`src/design/sio_pkg.sv`:
```
// Package for the socket packet header parser: payload structs, phase codes,
// packet type codes and limits. No dependencies.
`timescale 1ns / 1ps
package sio_pkg;

    localparam int unsigned MAX_PACKET_BYTES = 65535;
    localparam int unsigned PosW = 17;
    localparam logic [63:0] ACK_LIMIT = 64'd1844674407370955161;
    localparam logic [2:0] NO_SOCKET = 3'd7;

    localparam logic [2:0] ENGINE_MESSAGE = 3'd4;

    localparam logic [2:0] SOCK_CONNECT       = 3'd0;
    localparam logic [2:0] SOCK_DISCONNECT    = 3'd1;
    localparam logic [2:0] SOCK_EVENT         = 3'd2;
    localparam logic [2:0] SOCK_ACK           = 3'd3;
    localparam logic [2:0] SOCK_CONNECT_ERROR = 3'd4;

    typedef enum logic [3:0] {
        PH_ENGINE = 4'd0,
        PH_OPAQUE = 4'd1,
        PH_SOCKET = 4'd2,
        PH_FIELD  = 4'd3,
        PH_NS     = 4'd4,
        PH_ACK    = 4'd5,
        PH_TAIL   = 4'd6,
        PH_WS1    = 4'd7,
        PH_STR    = 4'd8,
        PH_ESC    = 4'd9,
        PH_HEX    = 4'd10,
        PH_WS2    = 4'd11,
        PH_DONE   = 4'd12
    } phase_t;

    typedef struct packed {
        logic [7:0] data_byte;
        logic       last_byte;
    } in_item_t;

    typedef struct packed {
        logic        packet_valid;
        logic [2:0]  engine_type;
        logic [2:0]  socket_type;
        logic        has_namespace;
        logic [15:0] namespace_length;
        logic        has_ack;
        logic [63:0] ack_number;
        logic [15:0] json_offset;
        logic [15:0] json_length;
        logic [15:0] name_offset;
        logic [15:0] name_length;
        logic        packet_too_long;
    } out_item_t;

endpackage

```
`src/design/socketio_packet_header_parser_unit.sv`:
```
// Top level of the socket packet header parser: per-byte state machine and
// result register. Depends on sio_pkg.
`timescale 1ns / 1ps
// One packet byte is accepted per item, one per clock cycle when the output
// side does not stall. Each byte updates the parse state through one short
// path (a phase decode and a multiply-by-ten add on the ack id); on the last
// byte the result item is loaded into a single output register and shows in
// the next cycle. Input stalls, for any byte, while that register holds an
// item and the output side stalls. No result comes for other bytes.
module socketio_packet_header_parser_unit (
    input  logic               clk,
    input  logic               rst_n,
    input  logic               in_valid,
    output logic               in_stall,
    input  sio_pkg::in_item_t  in_data,
    output logic               out_valid,
    input  logic               out_stall,
    output sio_pkg::out_item_t out_data
);

    sio_pkg::phase_t phase_reg, phase_next;
    logic [sio_pkg::PosW-1:0] pos_reg, pos_next;
    logic [63:0] ack_reg, ack_next;
    logic        ack_seen_reg, ack_seen_next;
    logic        ns_seen_reg, ns_seen_next;
    logic [15:0] ns_count_reg, ns_count_next;
    logic [15:0] json_start_reg, json_start_next;
    logic [15:0] name_start_reg, name_start_next;
    logic [15:0] name_count_reg, name_count_next;
    logic [2:0]  hex_left_reg, hex_left_next;
    logic [7:0]  first_json_reg, first_json_next;
    logic [2:0]  engine_reg, engine_next;
    logic [2:0]  socket_reg, socket_next;
    logic        err_reg, err_next;

    logic               out_valid_reg;
    sio_pkg::out_item_t out_data_reg, result;

    logic       accept;
    logic [7:0] b;
    logic [3:0] d;
    logic [15:0] pos16;
    logic        is_dig, is_blank, is_hex;
    logic        too_long, valid;
    logic [15:0] len, joff, jlen;
    logic        empty;

    assign in_stall  = out_valid_reg && out_stall;
    assign accept    = in_valid && !in_stall;
    assign out_valid = out_valid_reg;
    assign out_data  = out_data_reg;

    assign b        = in_data.data_byte;
    assign d        = b[3:0] - 4'd0;
    assign pos16    = pos_reg[15:0];
    assign is_dig   = (b >= "0") && (b <= "9");
    assign is_blank = (b == " ") || (b == 8'h09) || (b == 8'h0d) || (b == 8'h0a);
    assign is_hex   = is_dig || ((b >= "a") && (b <= "f")) || ((b >= "A") && (b <= "F"));

    always_comb
    begin
        phase_next      = phase_reg;
        pos_next        = pos_reg;
        ack_next        = ack_reg;
        ack_seen_next   = ack_seen_reg;
        ns_seen_next    = ns_seen_reg;
        ns_count_next   = ns_count_reg;
        json_start_next = json_start_reg;
        name_start_next = name_start_reg;
        name_count_next = name_count_reg;
        hex_left_next   = hex_left_reg;
        first_json_next = first_json_reg;
        engine_next     = engine_reg;
        socket_next     = socket_reg;
        err_next        = err_reg;

        if (pos_reg >= sio_pkg::PosW'(sio_pkg::MAX_PACKET_BYTES)) begin
            pos_next = sio_pkg::PosW'(sio_pkg::MAX_PACKET_BYTES + 1);
        end
        else begin
            pos_next = pos_reg + 1'b1;
            if (!err_reg) begin
                unique case (phase_reg)
                    sio_pkg::PH_ENGINE:
                    begin
                        if (b < "0" || b > "6") err_next = 1'b1;
                        else begin
                            engine_next = d[2:0];
                            phase_next  = (d[2:0] == sio_pkg::ENGINE_MESSAGE)
                                          ? sio_pkg::PH_SOCKET : sio_pkg::PH_OPAQUE;
                        end
                    end
                    sio_pkg::PH_SOCKET:
                    begin
                        if (b < "0" || b > "4") err_next = 1'b1;
                        else begin
                            socket_next = d[2:0];
                            phase_next  = sio_pkg::PH_FIELD;
                        end
                    end
                    sio_pkg::PH_NS:
                    begin
                        if (b == ",") phase_next = sio_pkg::PH_ACK;
                        else if (b < 8'h21 || b == 8'h7f) err_next = 1'b1;
                        else ns_count_next = ns_count_reg + 16'd1;
                    end
                    sio_pkg::PH_FIELD, sio_pkg::PH_ACK:
                    begin
                        // a field byte that is not '/' is handled as in the ack phase
                        if (phase_reg == sio_pkg::PH_FIELD && b == "/") begin
                            ns_seen_next  = 1'b1;
                            ns_count_next = 16'd1;
                            phase_next    = sio_pkg::PH_NS;
                        end
                        else if (is_dig) begin
                            phase_next = sio_pkg::PH_ACK;
                            if (ack_reg > sio_pkg::ACK_LIMIT ||
                                (ack_reg == sio_pkg::ACK_LIMIT && d > 4'd5))
                                err_next = 1'b1;
                            else begin
                                ack_seen_next = 1'b1;
                                ack_next = (ack_reg << 3) + (ack_reg << 1) + 64'(d);
                            end
                        end
                        else begin
                            phase_next      = sio_pkg::PH_ACK;
                            json_start_next = pos16;
                            first_json_next = b;
                            if (socket_reg == sio_pkg::SOCK_EVENT) begin
                                if (b == "[") phase_next = sio_pkg::PH_WS1;
                                else err_next = 1'b1;
                            end
                            else phase_next = sio_pkg::PH_TAIL;
                        end
                    end
                    sio_pkg::PH_WS1:
                    begin
                        if (!is_blank) begin
                            if (b != "\"") err_next = 1'b1;
                            else begin
                                name_start_next = pos16 + 16'd1;
                                name_count_next = 16'd0;
                                phase_next      = sio_pkg::PH_STR;
                            end
                        end
                    end
                    sio_pkg::PH_STR:
                    begin
                        if (b == "\"") phase_next = sio_pkg::PH_WS2;
                        else if (b < 8'h20) err_next = 1'b1;
                        else begin
                            name_count_next = name_count_reg + 16'd1;
                            if (b == "\\") phase_next = sio_pkg::PH_ESC;
                        end
                    end
                    sio_pkg::PH_ESC:
                    begin
                        name_count_next = name_count_reg + 16'd1;
                        if (b == "u") begin
                            hex_left_next = 3'd4;
                            phase_next    = sio_pkg::PH_HEX;
                        end
                        else if (b == "\"" || b == "\\" || b == "/" || b == "b" ||
                                 b == "f" || b == "n" || b == "r" || b == "t")
                            phase_next = sio_pkg::PH_STR;
                        else err_next = 1'b1;
                    end
                    sio_pkg::PH_HEX:
                    begin
                        name_count_next = name_count_reg + 16'd1;
                        if (!is_hex) err_next = 1'b1;
                        else begin
                            hex_left_next = hex_left_reg - 3'd1;
                            if (hex_left_reg == 3'd1) phase_next = sio_pkg::PH_STR;
                        end
                    end
                    sio_pkg::PH_WS2:
                    begin
                        if (!is_blank) begin
                            if (b == "," || b == "]") phase_next = sio_pkg::PH_DONE;
                            else err_next = 1'b1;
                        end
                    end
                    default:
                    begin
                    end
                endcase
            end
        end
    end

    // Result on the last byte, built from the updated state.
    always_comb
    begin
        too_long = pos_next > sio_pkg::PosW'(sio_pkg::MAX_PACKET_BYTES);
        len      = pos_next[15:0];
        empty    = (phase_next == sio_pkg::PH_FIELD) || (phase_next == sio_pkg::PH_ACK);
        joff     = empty ? len : json_start_next;
        jlen     = len - joff;
        valid    = 1'b0;
        result   = '0;
        if (!too_long && !err_next && phase_next != sio_pkg::PH_OPAQUE &&
            phase_next != sio_pkg::PH_ENGINE && phase_next != sio_pkg::PH_SOCKET &&
            phase_next != sio_pkg::PH_NS) begin
            unique case (socket_next)
                sio_pkg::SOCK_CONNECT:
                    valid = !ack_seen_next && (jlen == 16'd0 || first_json_next == "{");
                sio_pkg::SOCK_DISCONNECT:
                    valid = !ack_seen_next && jlen == 16'd0;
                sio_pkg::SOCK_EVENT:
                    valid = phase_next == sio_pkg::PH_DONE;
                sio_pkg::SOCK_ACK:
                    valid = ack_seen_next && jlen >= 16'd2 && first_json_next == "["
                            && b == "]";
                sio_pkg::SOCK_CONNECT_ERROR:
                    valid = !ack_seen_next && jlen >= 16'd2 && first_json_next == "{"
                            && b == "}";
                default: valid = 1'b0;
            endcase
        end
        if (!too_long && !err_next && phase_next == sio_pkg::PH_OPAQUE) begin
            result.packet_valid = 1'b1;
            result.engine_type  = engine_next;
            result.socket_type  = sio_pkg::NO_SOCKET;
        end
        else if (valid) begin
            result.packet_valid     = 1'b1;
            result.engine_type      = engine_next;
            result.socket_type      = socket_next;
            result.has_namespace    = ns_seen_next;
            result.namespace_length = ns_count_next;
            result.has_ack          = ack_seen_next;
            result.ack_number       = ack_next;
            result.json_offset      = joff;
            result.json_length      = jlen;
            if (socket_next == sio_pkg::SOCK_EVENT) begin
                result.name_offset = name_start_next;
                result.name_length = name_count_next;
            end
        end
        result.packet_too_long = too_long;
    end

    always_ff @(posedge clk or negedge rst_n)
    begin
        if (!rst_n) begin
            phase_reg      <= sio_pkg::PH_ENGINE;
            pos_reg        <= '0;
            ack_reg        <= '0;
            ack_seen_reg   <= 1'b0;
            ns_seen_reg    <= 1'b0;
            ns_count_reg   <= '0;
            json_start_reg <= '0;
            name_start_reg <= '0;
            name_count_reg <= '0;
            hex_left_reg   <= '0;
            first_json_reg <= '0;
            engine_reg     <= '0;
            socket_reg     <= sio_pkg::NO_SOCKET;
            err_reg        <= 1'b0;
            out_valid_reg  <= 1'b0;
        end
        else begin
            if (accept && in_data.last_byte) out_valid_reg <= 1'b1;
            else if (!out_stall) out_valid_reg <= 1'b0;
            if (accept) begin
                if (in_data.last_byte) begin
                    // restart for the next packet
                    phase_reg      <= sio_pkg::PH_ENGINE;
                    pos_reg        <= '0;
                    ack_reg        <= '0;
                    ack_seen_reg   <= 1'b0;
                    ns_seen_reg    <= 1'b0;
                    ns_count_reg   <= '0;
                    json_start_reg <= '0;
                    name_start_reg <= '0;
                    name_count_reg <= '0;
                    hex_left_reg   <= '0;
                    first_json_reg <= '0;
                    engine_reg     <= '0;
                    socket_reg     <= sio_pkg::NO_SOCKET;
                    err_reg        <= 1'b0;
                end
                else begin
                    phase_reg      <= phase_next;
                    pos_reg        <= pos_next;
                    ack_reg        <= ack_next;
                    ack_seen_reg   <= ack_seen_next;
                    ns_seen_reg    <= ns_seen_next;
                    ns_count_reg   <= ns_count_next;
                    json_start_reg <= json_start_next;
                    name_start_reg <= name_start_next;
                    name_count_reg <= name_count_next;
                    hex_left_reg   <= hex_left_next;
                    first_json_reg <= first_json_next;
                    engine_reg     <= engine_next;
                    socket_reg     <= socket_next;
                    err_reg        <= err_next;
                end
            end
        end
    end

    always_ff @(posedge clk)
    begin
        if (accept && in_data.last_byte) out_data_reg <= result;
    end

`ifndef SYNTHESIS
    a_hold: assert property (@(posedge clk) disable iff (!rst_n)
        out_valid && out_stall |=> out_valid && $stable(out_data))
        else $error("result changed while stalled");
    a_inv_zero: assert property (@(posedge clk) disable iff (!rst_n)
        out_valid && !out_data.packet_valid |-> out_data.ack_number == 64'd0)
        else $error("invalid packet carries fields");
    a_pos_cap: assert property (@(posedge clk) disable iff (!rst_n)
        pos_reg <= sio_pkg::PosW'(sio_pkg::MAX_PACKET_BYTES + 1))
        else $error("byte position past cap");
    a_result: assert property (@(posedge clk) disable iff (!rst_n)
        accept && in_data.last_byte |=> out_valid && phase_reg == sio_pkg::PH_ENGINE)
        else $error("last byte gave no result");
`endif

endmodule
```
`config.mk`:
```
export PLATFORM = sky130hd
export DESIGN_NAME = socketio_packet_header_parser_unit
export DESIGN_NICKNAME = d
export VERILOG_FILES = /design/src/design/sio_pkg.sv /design/src/design/socketio_packet_header_parser_unit.sv
export SDC_FILE = /design/constraint.sdc
export NUM_CORES = 1
export LEC_CHECK = 0
export BUFFER_PORTS_ARGS = -buffer_cell sky130_fd_sc_hd__buf_2
export CORE_UTILIZATION = 35
export CTS_CLUSTER_DIAMETER = 120
export DETAILED_ROUTE_END_ITERATION = 16
export GPL_ROUTABILITY_DRIVEN = 0
export PLACE_DENSITY_LB_ADDON = 0.2
export SKIP_CTS_REPAIR_TIMING = 1
export SYNTH_ARGS = -nofsm -noshare
export SYNTH_HDL_FRONTEND = slang
export SYNTH_SLANG_ARGS = --single-unit
```
`constraint.sdc`:
```
create_clock -name clk -period 14.8 [get_ports clk]
set_clock_uncertainty 0.1 [all_clocks]
set_input_delay 0 -clock clk [delete_from_list [all_inputs] [get_ports clk]]
set_output_delay 0 -clock clk [all_outputs]
set_load 0.01 [all_outputs]
```
# [Word level (Yosys, flattened, before mapping)]
# Index checks and enable logic that the tools add are counted.
[word_totals] reg_bits=324 input_bits=13 out_inout_bits=156 word_cells=281
[classes] addsub=8 magnitude_cmp=16 eq_ne=50 muxes=123 n_bitwise=2 n_reduce_logical=55
[ops] op="64-bit 2-to-1 mux" count=7
[ops] op="16-bit 2-to-1 mux" count=26
[ops] op="153-bit 2-to-1 mux" count=1
[ops] op="8-bit by 7-bit equality test with 1-bit output (second input constant)" count=13
[ops] op="4-bit 2-to-1 mux" count=20
[ops] op="64-bit by 4-bit adder with 64-bit output" count=1
[ops] op="64-bit adder" count=1
[ops] op="64-bit by 61-bit equality test with 1-bit output (second input constant)" count=1
[ops] op="64-bit by 61-bit greater-than comparator with 1-bit output (second input constant)" count=1
[ops] op="16-bit by 1-bit adder with 16-bit output (second input constant)" count=3
[ops] op="8-bit 2-to-1 mux" count=6
[ops] op="16-bit one-hot mux with 3 select lines" count=1
[ops] op="3-bit 2-to-1 mux" count=15
[ops] op="1-bit 2-to-1 mux" count=36
[ops] op="4-bit one-hot mux with 9 select lines" count=1
[ops] op="17-bit 2-to-1 mux" count=2
[ops] op="8-bit by 6-bit equality test with 1-bit output (second input constant)" count=4
[ops] op="32-bit 2-to-1 mux" count=1
[ops] op="16-bit one-hot mux with 2 select lines" count=1
[ops] op="8-bit by 4-bit equality test with 1-bit output (second input constant)" count=3
[ops] op="8-bit by 6-bit < comparator with 1-bit output (second input constant)" count=3
[ops] op="1-bit logical AND" count=22
[ops] op="4-bit equality test (second input constant)" count=5
[ops] op="1-bit logical OR" count=19
[ops] op="other kinds (40)" count=61

# [Longest topological paths before layout]
# Gate-level depths: netlist of the first run.
[depth] ltp_word=25 ltp_mapped=35 depth_no_buf=27

# [Least setup slack after synthesis of the first run]
# Ideal clock, no wire load.
[synth_timing] path_type="reg-to-reg" start="reg pos_reg[7] (netlist name)" end="reg out_data_reg (netlist bit out_data[153]), data pin" arrival_ns=6.790 t_required_ns=14.440 setup_slack_ns=7.650 stages_incl_launch_ff=34 path_buffers=7 period_less_slack_ns=7.150 path_cell_list="dfrtp_1 > clkbuf_1 > and3_1 > nand3_1 > nor3_1 > ha_1 > or2_2 > clkbuf_1 > a211oi_4 > nand2_1 > or4b_1 > nand3_1 > buf_4 > clkbuf_1 > clkbuf_1 > o21ai_0 > ha_1 > nor2b_1 > o21ai_0 > nand2b_1 > a211oi_1 > a311oi_1 > o21ai_0 > a2111oi_2 > a21oi_2 > o21ba_2 > mux2i_1 > a2111oi_0 > nand4_1 > mux2i_2 > o21ai_2 > buf_2 > buf_2 > nand2_1"
[synth_via] elab_chain_len=14 elab_cells_between_ends=55
[synth_rtl] item="start: declaration" line="socketio_packet_header_parser_unit.sv:22" text="logic [sio_pkg::PosW-1:0] pos_reg, pos_next;"
[synth_rtl] item="start signal: assignment" line="socketio_packet_header_parser_unit.sv:286" text="pos_reg <= pos_next;"
[synth_rtl] item="branches (longest 14 deep; another with 17-bit by 16-bit >= comparator with 1-bit output)"
[synth_rtl] item="end signal: assignment" line="socketio_packet_header_parser_unit.sv:306" text="if (accept && in_data.last_byte) out_data_reg <= result;"
[synth_rtl] item="end: declaration" line="socketio_packet_header_parser_unit.sv:37" text="sio_pkg::out_item_t out_data_reg, result;"
# Parallel ways; which one is timed is not known.
# A chain may end at the register's enable or synchronous reset.

==> impl_metrics.json, run 1 <==
{
  "layout_commonest_cell": "nor2_1",
  "synth_nets": 2395,
  "numCtsBuffers": 39,
  "cp-start-kind": "flip-flop",
  "clk_pin_slew_worst_paths_ps": 60,
  "power.leakage_nw": 10.2,
  "insertion_delay_ps": 570,
  "synth_cells": 2241,
  "finalWorstSetupSlack_ps": 6140,
  "grt.overflow.total": 0,
  "fmax_ghz": 0.115,
  "ys_types": 91,
  "die-area_sq_um": 60500,
  "grt_max_degree": 88,
  "path_class": "flip-flop to flip-flop",
  "max_slew.worst_pin.slew_ps": 1230,
  "fp.dieH_um": 246,
  "hold_class": "input port to flip-flop",
  "arrival_ps": 8810,
  "grt_use_total_pct": 20.2,
  "routed_wl_um": 61900,
  "dp_slack_ps": 6300,
  "htreeDepth": 2,
  "port_buffers": 168,
  "maxSlewHeadroom_pct": 17.7,
  "drive_above_1_share_pct": 12.7,
  "cts_buffer_depth": 3,
  "avgSynthCellArea_sq_um": 9.30,
  "finalSetupViolCount": 0,
  "synthArstFlopShare_pct": 52.5,
  "nets": 2503,
  "clock-sinks": 324,
  "ys_seq_area_share_pct": 42.6,
  "vdd_drop_max_uv": 73.3,
  "outcome": "finished, violations left",
  "core_area_sq_um": 58900,
  "routedWlPerCell_um": 19.6,
  "largest_reg_flops": 154,
  "cellPowerDensity_nw_per_um2": 119,
  "maxSlewViolCount": 0,
  "vias": 17818,
  "die_x_um": 246,
  "crit_path_top_delay_cell": "buf_4",
  "remaining_drc_errors": 0,
  "drtIter0Drc": 1281,
  "grt_antenna_before_repair": 2,
  "synthFlopType": "dfrtp_1",
  "hpwl_um": 42900,
  "violations": "hold timing",
  "n_fill_cell": 5853,
  "initial_utilization_pct": 35.4,
  "viasPerCell": 5.65,
  "seq_area_sq_um": 8880,
  "ant_nets": 0,
  "netlist_top_cells_area": "edfxtp_1 22%, dfrtp_1 20%, ha_1 8.3%",
  "synth_seq_cells": 324,
  "drt_pass1_iterations": 5,
  "yosys.area.top_type": "edfxtp_1",
  "yosysWarnings": 0,
  "grt_pass1_wl_um": 97900,
  "area_growth_pct": 14.2,
  "max-cap-violations": 0,
  "num_rows": 89,
  "whs_ps": -6.88,
  "period_needed_ps": 8660,
  "ios": 169,
  "worstPathMaxFanout": 87,
  "tns_ps": 0,
  "endpoint_kind": "flip-flop",
  "synth_area_sq_um": 20800,
  "netlist.area_leader.share_pct": 22.2,
  "final_cell_mix": "251 x nor2_1, 226 x nand2_1, 171 x o21ai_0",
  "multi_input_area_sq_um": 11300,
  "synth_edf_count": 154,
  "slowest_delay_ps": 720,
  "grt_pass1_vias": 17466,
  "hold_viol_final": 2,
  "rsz0062_at_grt": "false",
  "cts_root_buffer": "clkbuf_16",
  "cts_tree": "yes",
  "cp.required_ps": 14950,
  "fin_crit_sh_pct": 58.5
}
logic make-up (layout without fill, tap and decap cells):
logic type	after synthesis	count (layout)	share of synthesized area (%)
AO/OA/AOI/OAI	667	667	21.4
XOR/XNOR	87	87	3.66
adder cells (fa/ha/maj)	144	144	8.72
buffers and inverters	176	314	3.35
flip-flops	324	324	42.6
multiplexers	42	42	2.05
other	0	1	0
AND/OR/NAND/NOR	801	801	18.2
worst max-delay path, delay by kind of cell, from the launching register on:
kind                     cells  cell delay, ps
buffers and inverters        2            1130
adder cells (fa/ha/maj)      3             880
AO/OA/AOI/OAI               12            3110
flip-flops                   1             490
multiplexers                 2             380
AND/OR/NAND/NOR              9            2060
where the power goes:
group	switching, mW	total (mW)	internal [mW]
Sequential	0.0333	1.01	0.977
Clock	0.403	1.02	0.612
Combinational	0.514	0.810	0.296
metal layers:
| metal | global-route usage, % | up-vias | wire, um |
|---|---|---|---|
| met3 | 3.44 | 73 | 3010 |
| met4 | 5.55 | 2 | 1210 |
| met1 | 27.2 | 8810 | 28500 |
| met5 | 0 | - | 8 |
| li1 | - | 8512 | - |
| met2 | 33.2 | 421 | 29200 |
stage by stage:
| step | total power, mW | instances | utilization (%) | cell area, sq um | hold slack (ps) |
|---|---|---|---|---|---|
| after floorplan | 1.62 | 2241 | - | 20800 | -396 |
| after global placement | 1.82 | 3070 | 37.9 | 22300 | -151 |
| after detailed placement | 1.82 | 3070 | 37.9 | 22300 | -155 |
| after CTS | 2.85 | 3141 | 40.2 | 23700 | -759 |
| after global routing | 2.98 | 3152 | 40.4 | 23800 | 6.76 |
| final | 2.84 | 3153 | 40.4 | 23800 | -6.88 |
final timing paths:
path	endpoint	slack [ps]	cells past startpoint	startpoint
max in group asynchronous	ack_reg[53]$_DFFE_PN0P_	13190	4	rst_n
worst max register to register	out_data[150]$_DFFE_PP_	6140	28	pos_reg[0]$_DFFE_PN0P_
worst max-delay path	out_data[150]$_DFFE_PP_	6140	28	pos_reg[0]$_DFFE_PN0P_
worst min-delay path	name_start_reg[7]$_DFFE_PN0P_	-7	3	in_data[0]
worst min register to register	engine_reg[2]$_DFFE_PN0P_	380	2	engine_reg[2]$_DFFE_PN0P_
min in group asynchronous	ns_count_reg[15]$_DFFE_PN0P_	450	4	rst_n
Yosys cell counts, types with 5 or more instances:
cell type,number
nor3_1,52
a31oi_1,12
dfrtp_1,167
clkbuf_1,102
or2_2,5
nand2_1,227
o22ai_1,9
a2111oi_2,13
ha_1,138
nand2b_1,11
nand3b_1,8
inv_1,47
a31o_2,6
nor4_1,20
nor2_1,253
buf_1,6
xnor2_1,56
nor3b_1,14
nand4_1,28
o211ai_1,9
a22oi_1,14
and3_1,38
a211oi_1,16
edfxtp_1,154
a2111oi_0,5
xor2_1,31
o21ai_0,173
a21o_1,61
a21oi_1,168
and2_1,22
a311oi_1,5
o21a_1,18
or3_1,9
buf_2,18
o21bai_1,11
o31ai_1,8
a211o_1,12
nor2b_1,32
and4_1,5
mux2i_1,38
a22o_1,71
nand3_1,54
final cells by class:
type	instances	area share, %
clock buffer	49	4.44
sequential	324	37.3
inverter	47	0.762
tap	773	4.06
antenna	1	0.0105
clock inverter	22	1.16
timing repair buffer	196	4.63
multi-input combinational	1741	47.6
Power figures use the tool's default switching activity.
==> run 2: changes to the inputs <==
--- a/config.mk
+++ b/config.mk
@@ -5,6 +5,7 @@
 export SDC_FILE = /design/constraint.sdc
 export NUM_CORES = 1
 export LEC_CHECK = 0
+export ABC_AREA = 1
 export BUFFER_PORTS_ARGS = -buffer_cell sky130_fd_sc_hd__buf_2
 export CORE_UTILIZATION = 35
 export CTS_CLUSTER_DIAMETER = 120
==> constraint.sdc (replaced) <==
create_clock -name clk -period 8.7 [get_ports clk]
set_clock_uncertainty 0.1 [all_clocks]
set_input_delay 0 -clock clk [delete_from_list [all_inputs] [get_ports clk]]
set_output_delay 0 -clock clk [all_outputs]
set_load 0.01 [all_outputs]
==> impl_metrics.json, run 2 <==
{
  "routed_wl_um": 61000,
  "netlist_top_cells_count": "451 x nand2_1, 355 x inv_1, 240 x nor2_1",
  "max_slew.worst_pin.slew_ps": 1260,
  "netlist_top_cells_area": "edfxtp_1 22%, dfrtp_1 20%, ha_1 8.1%",
  "cts_buffer_depth": 3,
  "cp-start-kind": "flip-flop",
  "vdd_drop_max_uv": 140,
  "htreeDepth": 2,
  "clock-sinks": 324,
  "whs_ps": -12.1,
  "violations": "hold timing",
  "hold_viol_final": 1,
  "cellPowerDensity_nw_per_um2": 198,
  "routedWlPerCell_um": 17.1,
  "n_fill_cell": 6176,
  "area_growth_pct": 13.8,
  "largest_reg_flops": 154,
  "initial_utilization_pct": 35.6,
  "grt_max_degree": 100,
  "rsz0062_at_grt": "false",
  "drive_above_1_share_pct": 14.3,
  "grt_use_total_pct": 19.7,
  "numCtsBuffers": 38,
  "dp_slack_ps": 1710,
  "final_cell_mix": "449 x nand2_1, 354 x inv_1, 239 x nor2_1",
  "grt_pass1_wl_um": 96400,
  "finalSetupViolCount": 0,
  "hpwl_um": 44800,
  "viasPerCell": 5.20,
  "synthFlopType": "dfrtp_1",
  "synth_nets": 2756,
  "ios": 169,
  "die-area_sq_um": 61600,
  "max-cap-violations": 0,
  "yosysMostFrequentCell": "nand2_1",
  "grt_antenna_before_repair": 2,
  "endpoint_kind": "flip-flop",
  "maxSlewViolCount": 0,
  "grt_pass1_vias": 17640,
  "drt_pass1_iterations": 6,
  "power.leakage_nw": 10.9,
  "arrival_ps": 7280,
  "synth_seq_cells": 324,
  "grt.overflow.total": 0,
  "drtIter0Drc": 1498,
  "ys_seq_area_share_pct": 41.9,
  "synth_cells": 2602,
  "yosys.area.top_type": "edfxtp_1",
  "die_x_um": 248,
  "slowest_delay_ps": 570,
  "cts_root_buffer": "clkbuf_16",
  "fp.dieH_um": 248,
  "worstPathMaxFanout": 79,
  "synthArstFlopShare_pct": 52.5,
  "synth_area_sq_um": 21200,
  "fmax_ghz": 0.141,
  "reg2reg_depth": 34,
  "core_area_sq_um": 59500,
  "yosysWarnings": 0,
  "ys_types": 66,
  "whs_path_depth": 5,
  "cp.required_ps": 8890,
  "cpMostUsedCell": "nand2_1",
  "remaining_drc_errors": 0,
  "port_buffers": 168,
  "num_rows": 89,
  "period_needed_ps": 7090,
  "path_class": "flip-flop to flip-flop",
  "fin_crit_sh_pct": 81.5,
  "finalWorstSetupSlack_ps": 1610,
  "nets": 2909,
  "tns_ps": 0,
  "ant_nets": 0,
  "layout_commonest_cell": "nand2_1",
  "netlist.area_leader.share_pct": 21.8,
  "maxSlewHeadroom_pct": 16.1,
  "avgSynthCellArea_sq_um": 8.15,
  "crit_path_top_delay_cell": "nand2_8",
  "synth_edf_count": 154,
  "clk_pin_slew_worst_paths_ps": 70,
  "outcome": "finished, violations left",
  "insertion_delay_ps": 570,
  "cts_tree": "yes",
  "hold_class": "input port to flip-flop",
  "vias": 18496
}
## run 2: changes by cell type in the layout (fill, tap and decap cells not counted), moves of 57 or more
cell     before  now
a21o_1       61    4
a22o_1       71    0
inv_1        46  354
nand2_1     226  449
nor2_2        0  103
o22ai_1       9  133
## run 2: cell type report
cell class / count / area (sq um) / share of cell area [%]
multi-input cells: 1822 / 10500 / 43.4
clock inverters: 18 / 239 / 0.991
well taps: 773 / 967 / 4.01
inverters: 376 / 1420 / 5.88
diodes: 1 / 2.50 / 0.0104
repair buffers: 193 / 1100 / 4.56
flip-flops and latches: 324 / 8880 / 36.8
clock buffers: 52 / 1040 / 4.33
## run 2: critical path, delay by kind of cell, from the launching register on
| kind | cells | cell delay [ps] |
|---|---|---|
| compound gates | 4 | 880 |
| fa+ha+maj | 4 | 1000 |
| buf+inv | 2 | 410 |
| flops | 1 | 390 |
| simple gates | 24 | 3890 |
## run 2: stage by stage
| stage | util, % | power (mW) | std cells | instance area (sq um) | hold WS (ps) |
|---|---|---|---|---|---|
| after floorplan | - | 2.77 | 2602 | 21200 | -396 |
| after global placement | 38.1 | 3.10 | 3474 | 22700 | -140 |
| after detailed placement | 38.1 | 3.12 | 3474 | 22700 | -135 |
| after CTS | 40.3 | 4.82 | 3544 | 24000 | -752 |
| after global routing | 40.6 | 5.07 | 3559 | 24100 | 65.6 |
| final | 40.6 | 4.78 | 3559 | 24100 | -12.1 |
## run 2: layer usage
| metal | share of wire (%) | wire length, um | GRT usage [%] | vias up |
|---|---|---|---|---|
| met2 | 44 | 26800 | 30.3 | 490 |
| met3 | 5.8 | 3540 | 2.82 | 66 |
| met5 | 0.021 | 13 | 0 | - |
| li1 | - | - | - | 9157 |
| met1 | 48 | 29600 | 28.9 | 8781 |
| met4 | 1.8 | 1100 | 4.73 | 2 |
## run 2: final timing paths
kind / slack, ps / from / end
setup / recovery: 1610 / pos_reg[1]$_DFFE_PN0P_ / out_data[72]$_SDFFCE_PP0P_
hold / removal: -10 / in_valid / ack_reg[53]$_DFFE_PN0P_
setup reg to reg: 1610 / pos_reg[1]$_DFFE_PN0P_ / out_data[72]$_SDFFCE_PP0P_
hold reg to reg: 390 / name_start_reg[15]$_DFFE_PN0P_ / name_start_reg[15]$_DFFE_PN0P_
max in group asynchronous: 7080 / rst_n / ack_reg[11]$_DFFE_PN0P_
min in group asynchronous: 450 / rst_n / json_start_reg[1]$_DFFE_PN0P_
## run 2: logic make-up after synthesis
family / count (synthesis) / share of synthesized area [%]
DFF: 324 / 41.9
muxes: 12 / 0.567
and+or+nand+nor: 1002 / 21.0
adders and majority gates: 141 / 8.43
AOI/OAI and AO/OA: 593 / 16.2
xor gates and xnor gates: 74 / 3.06
buffers and inverters: 456 / 8.87
## run 2: report_power, final
part / total [mW] / internal (mW) / leakage [nW] / switching (mW)
Sequential: 1.70 / 1.66 / 3.84 / 0.0354
Combinational: 1.41 / 0.422 / 6.42 / 0.988
Clock: 1.67 / 0.997 / 0.613 / 0.670
Total: 4.78 / 3.08 / 10.9 / 1.69
